<file path="src/rtl/srcbi_pkg.sv">
package srcbi_pkg;

  // Field widths of the rank, count and slot words.
  localparam int unsigned DATA_W     = 16;
  // Number of descent levels, one cell each.
  localparam int unsigned INDEX_BITS = 16;
  localparam int unsigned HW         = $clog2(DATA_W + 1);

  // Configuration register map (byte addresses).
  localparam int unsigned ADDR_W = 3;
  localparam logic [ADDR_W-1:0] ADDR_ELEMENT_COUNT = ADDR_W'(0);
  localparam logic [DATA_W-1:0] ELEMENT_COUNT_RESET = DATA_W'(1);

  // Descent state carried from one cell to the next.
  typedef struct packed {
    logic [DATA_W-1:0] rank;
    logic [DATA_W-1:0] size;
    logic [DATA_W-1:0] slot;
    logic              active;  // still descending
    logic              found;   // rank hit a subtree root
  } cell_state_t;

  // Bit length of a nonzero-or-zero word.
  function automatic logic [HW-1:0] bit_length(input logic [DATA_W-1:0] n);
    logic [HW-1:0] h;
    h = '0;
    for (int i = 0; i < DATA_W; i++) begin
      if (n[i]) h = HW'(i + 1);
    end
    return h;
  endfunction

  // Rank of the root of a complete search tree holding n elements.
  function automatic logic [DATA_W-1:0] subtree_root(input logic [DATA_W-1:0] n);
    logic [HW-1:0]     h;
    logic [DATA_W-1:0] full;
    logic [DATA_W-1:0] fill;
    logic [DATA_W-1:0] half;
    logic [DATA_W-1:0] root;
    h    = bit_length(n);
    full = '0;
    half = '0;
    if (h >= HW'(2)) begin
      full = (DATA_W'(1) << (h - HW'(1))) - DATA_W'(1);
      half = DATA_W'(1) << (h - HW'(2));
    end
    fill = n - full;
    if (n <= DATA_W'(1)) begin
      root = '0;
    end else if (half > fill) begin
      root = full - (half - fill);
    end else begin
      root = full;
    end
    return root;
  endfunction

endpackage

</file>
<file path="src/rtl/srcbi_cell.sv">
module srcbi_cell (
  input  logic                clk,
  input  logic                rst,
  input  logic                up_valid,
  input  srcbi_pkg::cell_state_t up_state,
  output logic                up_ready,
  output logic                dn_valid,
  output srcbi_pkg::cell_state_t dn_state,
  input  logic                dn_ready
);
  import srcbi_pkg::*;

  logic              valid;
  cell_state_t       state;
  cell_state_t       state_next;
  logic [DATA_W-1:0] root;
  logic [DATA_W-1:0] step;

  // One level of descent: compare against the subtree root and go left,
  // go right, or stop.
  always_comb begin
    root       = subtree_root(up_state.size);
    step       = root + DATA_W'(1);
    state_next = up_state;
    if (up_state.active) begin
      if (up_state.rank > root) begin
        state_next.slot = (up_state.slot << 1) + DATA_W'(2);
        state_next.size = up_state.size - step;
        state_next.rank = up_state.rank - step;
      end else if (up_state.rank < root) begin
        state_next.slot = (up_state.slot << 1) + DATA_W'(1);
        state_next.size = root;
      end else begin
        state_next.active = 1'b0;
        state_next.found  = 1'b1;
      end
    end
  end

  // The cell takes a word when it is empty or its word moves on.
  assign up_ready = !valid || dn_ready;

  always_ff @(posedge clk) begin
    if (rst) begin
      valid <= 1'b0;
    end else if (up_ready) begin
      valid <= up_valid;
    end
  end

  always_ff @(posedge clk) begin
    if (up_ready && up_valid) begin
      state <= state_next;
    end
  end

  assign dn_valid = valid;
  assign dn_state = state;

  // A word that has hit its subtree root is never still active.
  a_found_not_active: assert property (@(posedge clk) disable iff (rst)
    valid |-> !(state.found && state.active))
    else $error("cell holds a word both found and active");

  // An active word keeps its rank inside its subtree.
  a_rank_in_subtree: assert property (@(posedge clk) disable iff (rst)
    (valid && state.active) |-> (state.rank < state.size))
    else $error("active rank outside its subtree");

  // A stalled word stays put.
  a_stall_holds: assert property (@(posedge clk) disable iff (rst)
    (valid && !dn_ready) |=> (valid && $stable(state)))
    else $error("stalled word changed");

endmodule

</file>
<file path="config.mk">
export PLATFORM = sky130hd
export DESIGN_NAME = srcbi_cell
export DESIGN_NICKNAME = d
export VERILOG_FILES = /design/src/rtl/srcbi_pkg.sv /design/src/rtl/srcbi_cell.sv
export SDC_FILE = /design/constraint.sdc
export NUM_CORES = 1
export LEC_CHECK = 0
export ABC_AREA = 0
export BUFFER_PORTS_ARGS = -buffer_cell sky130_fd_sc_hd__clkbuf_2
export CORE_UTILIZATION = 39
export CTS_CLUSTER_SIZE = 12
export DETAILED_ROUTE_END_ITERATION = 8
export GPL_ROUTABILITY_DRIVEN = 0
export PLACE_DENSITY_LB_ADDON = 0.05
export SETUP_SLACK_MARGIN = 0.5
export SLEW_MARGIN = 20
export SYNTH_ARGS = -nofsm -noshare
export SYNTH_HDL_FRONTEND = slang
export SYNTH_SLANG_ARGS = --single-unit
</file>
<file path="constraint.sdc">
create_clock -name clk -period 23.7 [get_ports clk]
set_input_delay 1.185 -clock clk [delete_from_list [all_inputs] [get_ports clk]]
set_output_delay 1.185 -clock clk [all_outputs]
set_load 0.01 [all_outputs]
</file>
* After elaboration in Yosys (flattened, before gate mapping)
Index checks and enable logic that the tools add are counted.
** Operators by class
- $add $sub $neg :: 11
- $lt $le $gt $ge :: 5
- Shift operators :: 2
- Muxes and demuxes :: 26
- Reductions and logical operators :: 3
** Operator list (number)
- $mux W16 :: 5
- $sub A16 B16 Y16 :: 5
- $mux W5 :: 13
- $mux W32 :: 2
- $mux W50 :: 1
- $add A16 B1 Y16 const B :: 2
- $gt A16 B16 Y1 :: 2
- $shl A1 B5 Y16 const A :: 2
- $add A16 B2 Y16 const B :: 1
- $le A16 B1 Y1 const B :: 1
- $lt A16 B16 Y1 :: 1
- $sub A16 B2 Y16 const B :: 1
- $mux W2 :: 4
- $ge A5 B2 Y1 const B :: 1
- $sub A5 B1 Y5 const B :: 1
- $sub A5 B2 Y5 const B :: 1
- $logic_and A1 B1 Y1 :: 1
- $logic_not A1 Y1 :: 1
- $logic_or A1 B1 Y1 :: 1
- $mux W1 :: 1
** Word-level totals
- Flip-flop bits (word level) :: 51
- Input bits :: 54

* Depth between registers and ports, before layout
Gate-level depths: netlist of run 1.
- Depth in word-level cells :: 29
- Gate-level depth with buffers :: 64
- Depth with buffers taken out :: 56

* Least setup slack after synthesis of run 1
No wires, ideal clock.
- Kind :: input to register
- Start point :: input up_state[22] in the netlist's numbering
- End point :: register state, in the netlist dn_state[33] (data pin)
- Library setup time :: 0.265 ns
- Data arrival time :: 11.601 ns
- Slack :: 11.834 ns
- Stages on the path :: 54
- Buffers on the path :: 6
- Path through :: buf_2 -> or4_4 -> nand2_1 -> nand2_1 -> buf_2 -> nand2_1 -> ha_1 -> clkbuf_1 -> a21oi_1 -> a2bb2oi_2 -> o22ai_1 -> or3_1 -> ha_1 -> clkbuf_1 -> inv_1 -> a211oi_1 -> a221oi_4 -> ha_1 -> [18 not listed] -> inv_1 -> o22ai_1 -> ha_1 -> inv_1 -> ha_1 -> a21o_1 -> a21oi_1 -> nor2_1 -> a211oi_1 -> o22ai_1 -> o31ai_1 -> a221o_1 -> nand3b_1 -> a21oi_2 -> o311ai_0 -> a31oi_1 -> xnor2_1 -> o21ai_1
** RTL lines
- from (decl) :: RTL line srcbi_cell.sv:5 : input srcbi_pkg::cell_state_t up_state,
- to (signal assigned) :: RTL line srcbi_cell.sv:53 : state <= state_next;
- to (decl) :: RTL line srcbi_cell.sv:14 : cell_state_t state;

==> flow_summary.toml, run 1 <==
[clock_network]
cts_made_buffers = 5
cts-root-buf = "clkbuf_16"
post_cts_buffers = 0
cts_tree = "yes"
clock_sinks = 51
clock_latency_ns = 0.29
clk_path_buf_depth = 2
cts_resized = 0
postCtsHoldBufs = 0
htree_levels = 2
clk_pin_slew_worst_paths_ns = 0.07

[route]
via_count = 7722
vias_per_cell = 5.58
drt-wirelength-per-cell_um = 18.0
drc = 0
drtIter0Drc = 518
ant_nets = 0
dr.pass1.iters = 5
wirelength_um = 24900

[hold_path]
hp-class = "reg2reg"

[logic_synthesis]
synth_ff_type = "edfxtp_1"
synthMostInstantiatedCell = "nand2_1"
synth_area_leaders = "edfxtp_1, ha_1, xnor2_1, nand2_1, nor2_1"
synth_top_family_by_area = "compound AO/OA/AOI/OAI gates"
yosysSeqAreaShare_pct = 18.4
netlist_area_mm2 = 0.00827
synth_common_cells = "nand2_1, nor2_1, inv_1, ha_1, a21oi_1"
synth_edf_count = 50
synth-seq-cells = 51
synth_cells = 1032
synthAdderAreaFrac_pct = 17.2
synthXorXnorAreaFrac_pct = 9.72
yosysWarnings = 0
synth_mux_area_share_pct = 0.242
syn_avg_cell_area_um2 = 8.02
yosysUniqueCellTypes = 104
netlist.area_leader.share_pct = 18.1
synth-compound-area-share_pct = 25.7
yosysTopAreaCell = "edfxtp_1"
synth_simple_gate_area_share_pct = 22.2
synthArstFlopShare_pct = 0

[floorplanning]
die_x_um = 148
core_mm2 = 0.0205
io_pins = 106
die_h_um = 148
die_area_mm2 = 0.0218
core.rowCount = 52
initial_core_util_pct = 40.4

[power_and_ir_drop]
p_clk_share_pct = 8.7
irDropWorstVdd_mv = 0.0355
finalPower_uw = 979
pwr-share-seq_pct = 13.9
p_comb_share_pct = 77.5
swShare_pct = 51.3
powerDensity_mw_per_mm2 = 107
power_leakage_nw = 3.94
power.switching_uw = 502
intPower_uw = 477

[status]
status = "completed"

[global_route]
grt_overflow = 0
busiest_layer = "met2"
use_met1_pct = 32.0
grt_pass1_wl_um = 39300
grt_max_degree = 51
antenna_found_initial = 0
use_met2_pct = 38.9
use_met3_pct = 1.42
grt_pass1_vias = 7172
grt_usage_pct = 23.0

[cells_and_area]
area_delta_synth_final_pct = 10.8
fill_cells = 2121
finalNonFillerCells = 1384
regArea_mm2 = 0.00152
final_util_pct = 44.7
num_antenna_cells = 0
nNetsFinal = 1266
multiInputGateArea_mm2 = 0.00622
drive_above_1_share_pct = 16.4

[setup_path]
crit_slowest_cell = "o41ai_1"
reg2reg_depth = 3
r2r_slack_ns = 22.25
cp_max_fo = 17
cp-startpoint = "up_state[23]"
crit_end = "dn_state[33]"
required_ns = 23.71
r2r-end = "dn_state[16]"
cp.arrival_ns = 13.94
cpPeakStageDelay_ns = 0.72
worstSetupEndpointType = "flop"
cpMostUsedCell = "ha_1"
r2r-start = "dn_valid"
cp-start-kind = "input pin"
setup.worst_path.class = "in2reg"

[placement]
dp_cells = 1376
hpwl_um = 20800
portBuffers = 105

[sta]
drv_slew = 0
slew_headroom_pct = 40.2
setup_viol = 0
fmax_mhz = 71.8
rsz0062_at_grt = "no"
hold_viol = 0
finalCritPeriodShare_pct = 58.8
setup_tns_ns = 0
hold_slack_ns = 0.516
finClkSkew_ns = 0.00492
tightest_slew_ns = 0.894
post-route-min-period_ns = 13.93

[job]
cap_violations = 0
==> cell families (layout without fill, tap and decap cells) <==
logic type	after synthesis	after routing
adders and majority gates	104	104
and+or+nand+nor	365	365
other	2	3
AOI/OAI and AO/OA	286	286
buffers and inverters	131	212
muxes	2	2
DFF	51	51
xor gates and xnor gates	91	91
==> final cells by class <==
type                    instances  share of cell area [%]
flip-flops and latches         51                    16.6
inverters                      95                    3.92
clock buffers                   5                    1.37
multi-input cells             851                    67.9
clock inverters                 3                   0.505
well taps                     270                    3.69
repair buffers                109                    6.06
==> worst max-delay path: cells and delay by family <==
family,cells,cell delay (ns)
buffers and inverters,3,0.58
xor gates and xnor gates,2,0.40
and+or+nand+nor,11,2.84
adders and majority gates,6,1.89
AOI/OAI and AO/OA,27,7.02
==> worst min-delay path by stage <==
| stage | slack (ns) | startpoint | cells past startpoint | endpoint |
|---|---|---|---|---|
| 2_1_floorplan | 0.59 | dn_valid | 2 | dn_valid |
| 4_1_cts | 0.53 | dn_valid | 2 | dn_valid |
| 5_1_grt | 0.56 | dn_valid | 2 | dn_valid |
| 3_3_place_gp | 0.51 | dn_valid | 2 | dn_valid |
| 3_5_place_dp | 0.52 | dn_valid | 2 | dn_valid |
| 6_report | 0.52 | dn_valid | 2 | dn_valid |
==> metal layers <==
metal	routed length [um]	vias to the layer above
met5	0	-
met4	434	0
met3	959	22
met2	11500	210
met1	11900	3565
li1	-	3925
==> state kept, by name, indices dropped and copies added, names as in the netlist <==
signal	count
dn_valid	1
dn_state	50
==> stage by stage <==
step,setup WS [ns],instance area (um^2)
3_5_place_dp,9.58,8990
5_1_grt,8.61,9170
4_1_cts,9.90,9170
6_report,9.77,9170
3_3_place_gp,9.81,8990
2_1_floorplan,11.83,8280
==> placed cells by master, fill, tap and decap left out, drive strengths merged, types with 5 or more instances in the layout <==
cell type,instances
nor2,93
a31oi,12
xnor2,61
nor2b,8
ha,82
edfxtp,50
o21a,9
nor3,21
nor4,12
o2111ai,6
maj3,5
nand2b,15
xor2,30
fa,17
a211oi,16
or2,10
a221oi,7
or3,7
nand4,15
o21ai,52
inv,95
and3,15
clkbuf,110
o41ai,6
and2,11
o211ai,13
a31o,5
o22ai,15
a21o,9
a21oi,67
a22oi,6
nand3,25
nand2,114
a21boi,5
o21bai,9
or4,8
o31ai,8
==> power by group through the flow <==
| stage | Sequential (mW) | Combinational (mW) | Clock [mW] |
|---|---|---|---|
| 5_1_grt | 0.138 | 0.845 | 0.0899 |
| 6_report | 0.136 | 0.758 | 0.0848 |
| 3_5_place_dp | 0.138 | 0.753 | 0 |
| 2_1_floorplan | 0.149 | 0.564 | 0 |
| 4_1_cts | 0.136 | 0.756 | 0.0871 |
| 3_3_place_gp | 0.138 | 0.756 | 0 |
No activity file was read; power rests on OpenSTA's default activity.
==> inputs of run 2 (changes only) <==
==> constraint.sdc (replaced) <==
create_clock -name clk -period 11.85 [get_ports clk]
set_input_delay 0.5925 -clock clk [delete_from_list [all_inputs] [get_ports clk]]
set_output_delay 0.5925 -clock clk [all_outputs]
set_load 0.01 [all_outputs]
==> flow_summary.toml, run 2 (synthesis gave the netlist of run 1 again) <==
[status]
status = "completed"

[setup_path]
setup.worst_path.class = "in2reg"
crit_slowest_cell = "or4_4"
cpPeakStageDelay_ns = 0.57
cp-start-kind = "input pin"
cp_max_fo = 9
r2r_slack_ns = 10.38
cp.arrival_ns = 10.73
worstSetupEndpointType = "flop"
cpMostUsedCell = "nand2_1"
required_ns = 11.91
crit_family = "compound AO/OA/AOI/OAI gates"
cp.buffers_inverters = 7

[cells_and_area]
num_antenna_cells = 0
area_delta_synth_final_pct = 21.7
final_cell_mix = "nand2_1, clkbuf_2, buf_4"
largest_reg_flops = 50
nNetsFinal = 1366
final_common_cell = "nand2_1"
drive_above_1_share_pct = 25.0
final_util_pct = 49.1

[floorplanning]
die_x_um = 148
die_area_mm2 = 0.0218
core_mm2 = 0.0205
initial_core_util_pct = 40.4
core.rowCount = 52
io_pins = 106
die_h_um = 148

[power_and_ir_drop]
powerDensity_mw_per_mm2 = 219
irDropWorstVdd_mv = 0.0920
power_leakage_nw = 4.46

[job]
cap_violations = 0

[global_route]
grt_pass1_wl_um = 41600
grt_pass1_vias = 7807
grt_usage_pct = 24.2
antenna_found_initial = 0
grt_overflow = 0
grt_max_degree = 51

[clock_network]
clk_pin_slew_worst_paths_ns = 0.07
cts-root-buf = "clkbuf_16"
cts_tree = "yes"
clk_path_buf_depth = 2
clock_sinks = 51
clock_latency_ns = 0.30
cts_made_buffers = 5
postCtsHoldBufs = 0
htree_levels = 2

[route]
drt-wirelength-per-cell_um = 17.7
vias_per_cell = 5.55
dr.pass1.iters = 6
ant_nets = 0
drtIter0Drc = 605
wirelength_um = 26300
drc = 0
via_count = 8233

[placement]
portBuffers = 105
hpwl_um = 21700

[sta]
fmax_mhz = 93.6
setup_viol = 0
slew_headroom_pct = 47.9
hold_viol = 0
finalCritPeriodShare_pct = 90.1
rsz0062_at_grt = "no"
finClkSkew_ns = 0.00240
post-route-min-period_ns = 10.68
tightest_slew_ns = 0.774
setup_tns_ns = 0
drv_slew = 0

[hold_path]
hp-class = "in2reg"
## run 2: area by class of cell
cell class | count | area, um^2
Fill cell | 2099 | 10400
Inverter | 95 | 359
Multi-Input combinational cell | 851 | 6350
Clock buffer | 5 | 125
Sequential cell | 51 | 1520
Tap cell | 270 | 338
Timing Repair Buffer | 209 | 1330
Clock inverter | 3 | 46.3
## run 2: worst reg2reg max path, stage by stage (launching register included)
cell and delay, ns:
dfxtp_1 0.31, nand2b_1 0.09, and2_2 0.15, buf_4 0.51
## run 2: path summary, 6_finish.rpt
kind / from / to / cells past startpoint
setup / recovery: up_state[21] / dn_state[48] / 53
hold / removal: rst / dn_valid / 2
setup reg to reg: dn_valid / dn_state[32] / 3
hold reg to reg: dn_valid / dn_valid / 2
## run 2: layer usage
layer  GRT usage, %  vias up  wire length [um]
li1               -     4119                 -
met1           33.2     3864             12500
met2           40.4      211             12200
met3           1.51       39               913
met4           8.25        0               742
met5              0        -                 0
## run 2: report_power, final
group / internal (mW) / total, mW / switching (mW)
registers: 0.262 / 0.271 / 0.00952
clock network: 0.101 / 0.170 / 0.0695
logic: 0.773 / 1.76 / 0.988
## run 2: timing repair
item,4_1_cts,5_1_grt
endpoints found under the setup margin,1,50
resized for setup,1,29
gates cloned,0,0
buffers inserted,0,2
pin swaps,0,5
## run 2: metrics by stage
step / setup WS, ns / std cells / cell area (um^2) / hold slack (ns) / power (mW)
2_1_floorplan: 0.576 / 1033 / 8280 / 0.593 / 1.43
3_3_place_gp: 0.529 / 1474 / 9750 / 0.514 / 1.99
3_5_place_dp: 0.260 / 1474 / 9750 / 0.513 / 2.00
4_1_cts: 0.636 / 1482 / 9930 / 0.446 / 2.18
5_1_grt: 0.457 / 1484 / 10100 / 0.439 / 2.40
6_report: 1.17 / 1484 / 10100 / 0.444 / 2.20
==> inputs of run 3 (changes only) <==
--- a/config.mk
+++ b/config.mk
@@ -6,13 +6,12 @@
 export NUM_CORES = 1
 export LEC_CHECK = 0
 export ABC_AREA = 0
-export BUFFER_PORTS_ARGS = -buffer_cell sky130_fd_sc_hd__clkbuf_2
 export CORE_UTILIZATION = 39
 export CTS_CLUSTER_SIZE = 12
 export DETAILED_ROUTE_END_ITERATION = 8
+export DONT_BUFFER_PORTS = 1
 export GPL_ROUTABILITY_DRIVEN = 0
 export PLACE_DENSITY_LB_ADDON = 0.05
-export SETUP_SLACK_MARGIN = 0.5
 export SLEW_MARGIN = 20
 export SYNTH_ARGS = -nofsm -noshare
 export SYNTH_HDL_FRONTEND = slang
==> flow_summary.toml, run 3 (synthesis gave the netlist of run 1 again) <==
[cells_and_area]
final_cell_mix = "nand2_1, nor2_1, inv_1"
fill_cells = 2134
final_common_cell = "nand2_1"
area_delta_synth_final_pct = 11.3
num_antenna_cells = 0
largest_reg_flops = 50
drive_above_1_share_pct = 14.1
nNetsFinal = 1234

[clock_network]
clock_latency_ns = 0.30
clk_pin_slew_worst_paths_ns = 0.07
cts_tree = "yes"
clk_path_buf_depth = 2
postCtsHoldBufs = 0
cts_made_buffers = 5
clock_sinks = 51
htree_levels = 2
cts-root-buf = "clkbuf_16"

[setup_path]
worstSetupEndpointType = "flop"
crit_slowest_cell = "or4_1"
setup.worst_path.class = "in2reg"
cpPeakStageDelay_ns = 0.60
cpMostUsedCell = "ha_1"
cp_max_fo = 13
required_ns = 11.90
r2r_slack_ns = 10.26
cp-start-kind = "input pin"
cp.arrival_ns = 10.94

[floorplanning]
die_h_um = 148
initial_core_util_pct = 40.4
die_x_um = 148
die_area_mm2 = 0.0218
core.rowCount = 52
core_mm2 = 0.0205
io_pins = 106

[sta]
rsz0062_at_grt = "no"
post-route-min-period_ns = 10.88
hold_viol = 0
setup_viol = 0
tightest_slew_ns = 0.776
fmax_mhz = 91.9
finClkSkew_ns = 0.0104
slew_headroom_pct = 48.3
hold_slack_ns = 0.362
finalCritPeriodShare_pct = 91.9
drv_slew = 0
setup_tns_ns = 0

[power_and_ir_drop]
power_leakage_nw = 3.86
pwr-share-seq_pct = 14.4
power.switching_mw = 1.02
p_clk_share_pct = 8.2
intPower_mw = 1.06
swShare_pct = 48.9
p_comb_share_pct = 77.5
irDropWorstVdd_mv = 0.0872
powerDensity_mw_per_mm2 = 226

[route]
drc = 0
ant_nets = 0
vias_per_cell = 5.74
dr.pass1.iters = 5
wirelength_um = 25600
via_count = 7756
drtIter0Drc = 552
drt-wirelength-per-cell_um = 18.9

[job]
cap_violations = 0

[global_route]
grt_overflow = 0
grt_usage_pct = 23.6
antenna_found_initial = 0
grt_pass1_vias = 7302
grt_max_degree = 51
grt_pass1_wl_um = 40500

[hold_path]
hp-class = "in2reg"

[status]
status = "completed"

[placement]
portBuffers = 0
hpwl_um = 21300
run 3: power groups by stage:
stage	registers, mW	logic, mW	clock network, mW
CTS	0.301	1.60	0.174
floorplan	0.299	1.13	0
global placement	0.304	1.60	0
global route	0.305	1.79	0.177
detailed placement	0.305	1.59	0
finish	0.300	1.61	0.170
run 3: final timing paths:
check | startpoint | to | cells after the start
worst min-delay path | rst | dn_valid | 1
worst max register to register | dn_valid | dn_state[33] | 3
worst max-delay path | up_state[29] | dn_state[48] | 47
worst min register to register | dn_valid | dn_valid | 2
run 3: what timing repair did:
action,4_1_cts,5_1_grt
endpoints found under the setup margin,0,8
setup buffers,0,0
gates resized for setup,0,2
run 3: critical path, delay by kind of cell:
kind	cells	cell delay [ns]
AOI/OAI and AO/OA	27	4.93
adders and majority gates	7	2.22
and+or+nand+nor	6	2.07
buffers and inverters	5	0.72
xor gates and xnor gates	2	0.37
run 3: layout make-up:
| type | instances | area, um^2 | share of cell area, % |
|---|---|---|---|
| Clock buffer | 5 | 125 | 1.36 |
| Sequential cell | 51 | 1520 | 16.5 |
| Inverter | 95 | 359 | 3.90 |
| Clock inverter | 3 | 42.5 | 0.462 |
| Timing Repair Buffer | 77 | 591 | 6.41 |
| Tap cell | 270 | 338 | 3.67 |
| Multi-Input combinational cell | 851 | 6230 | 67.7 |
run 3: per-layer routing:
metal  routed length (um)  share of wire (%)  vias up  track usage, %
met1                11800                 46     3636            32.0
met3                 1340                5.2       31            2.38
met2                12000                 47      233            40.5
met4                  443                1.7        0            5.00
li1                     -                  -     3856               -
met5                    0                  0        -               0
run 3: metrics by stage:
step	cells	cell area [um^2]	setup WS (ns)	total power, mW	utilization, %
6_report	1352	9210	0.965	2.08	44.9
5_1_grt	1352	9210	0.0428	2.27	44.9
4_1_cts	1352	9200	0.755	2.07	44.9
3_5_place_dp	1344	9030	0.508	1.90	44.1
3_3_place_gp	1344	9030	0.486	1.90	44.1
2_1_floorplan	1033	8280	0.576	1.43	-
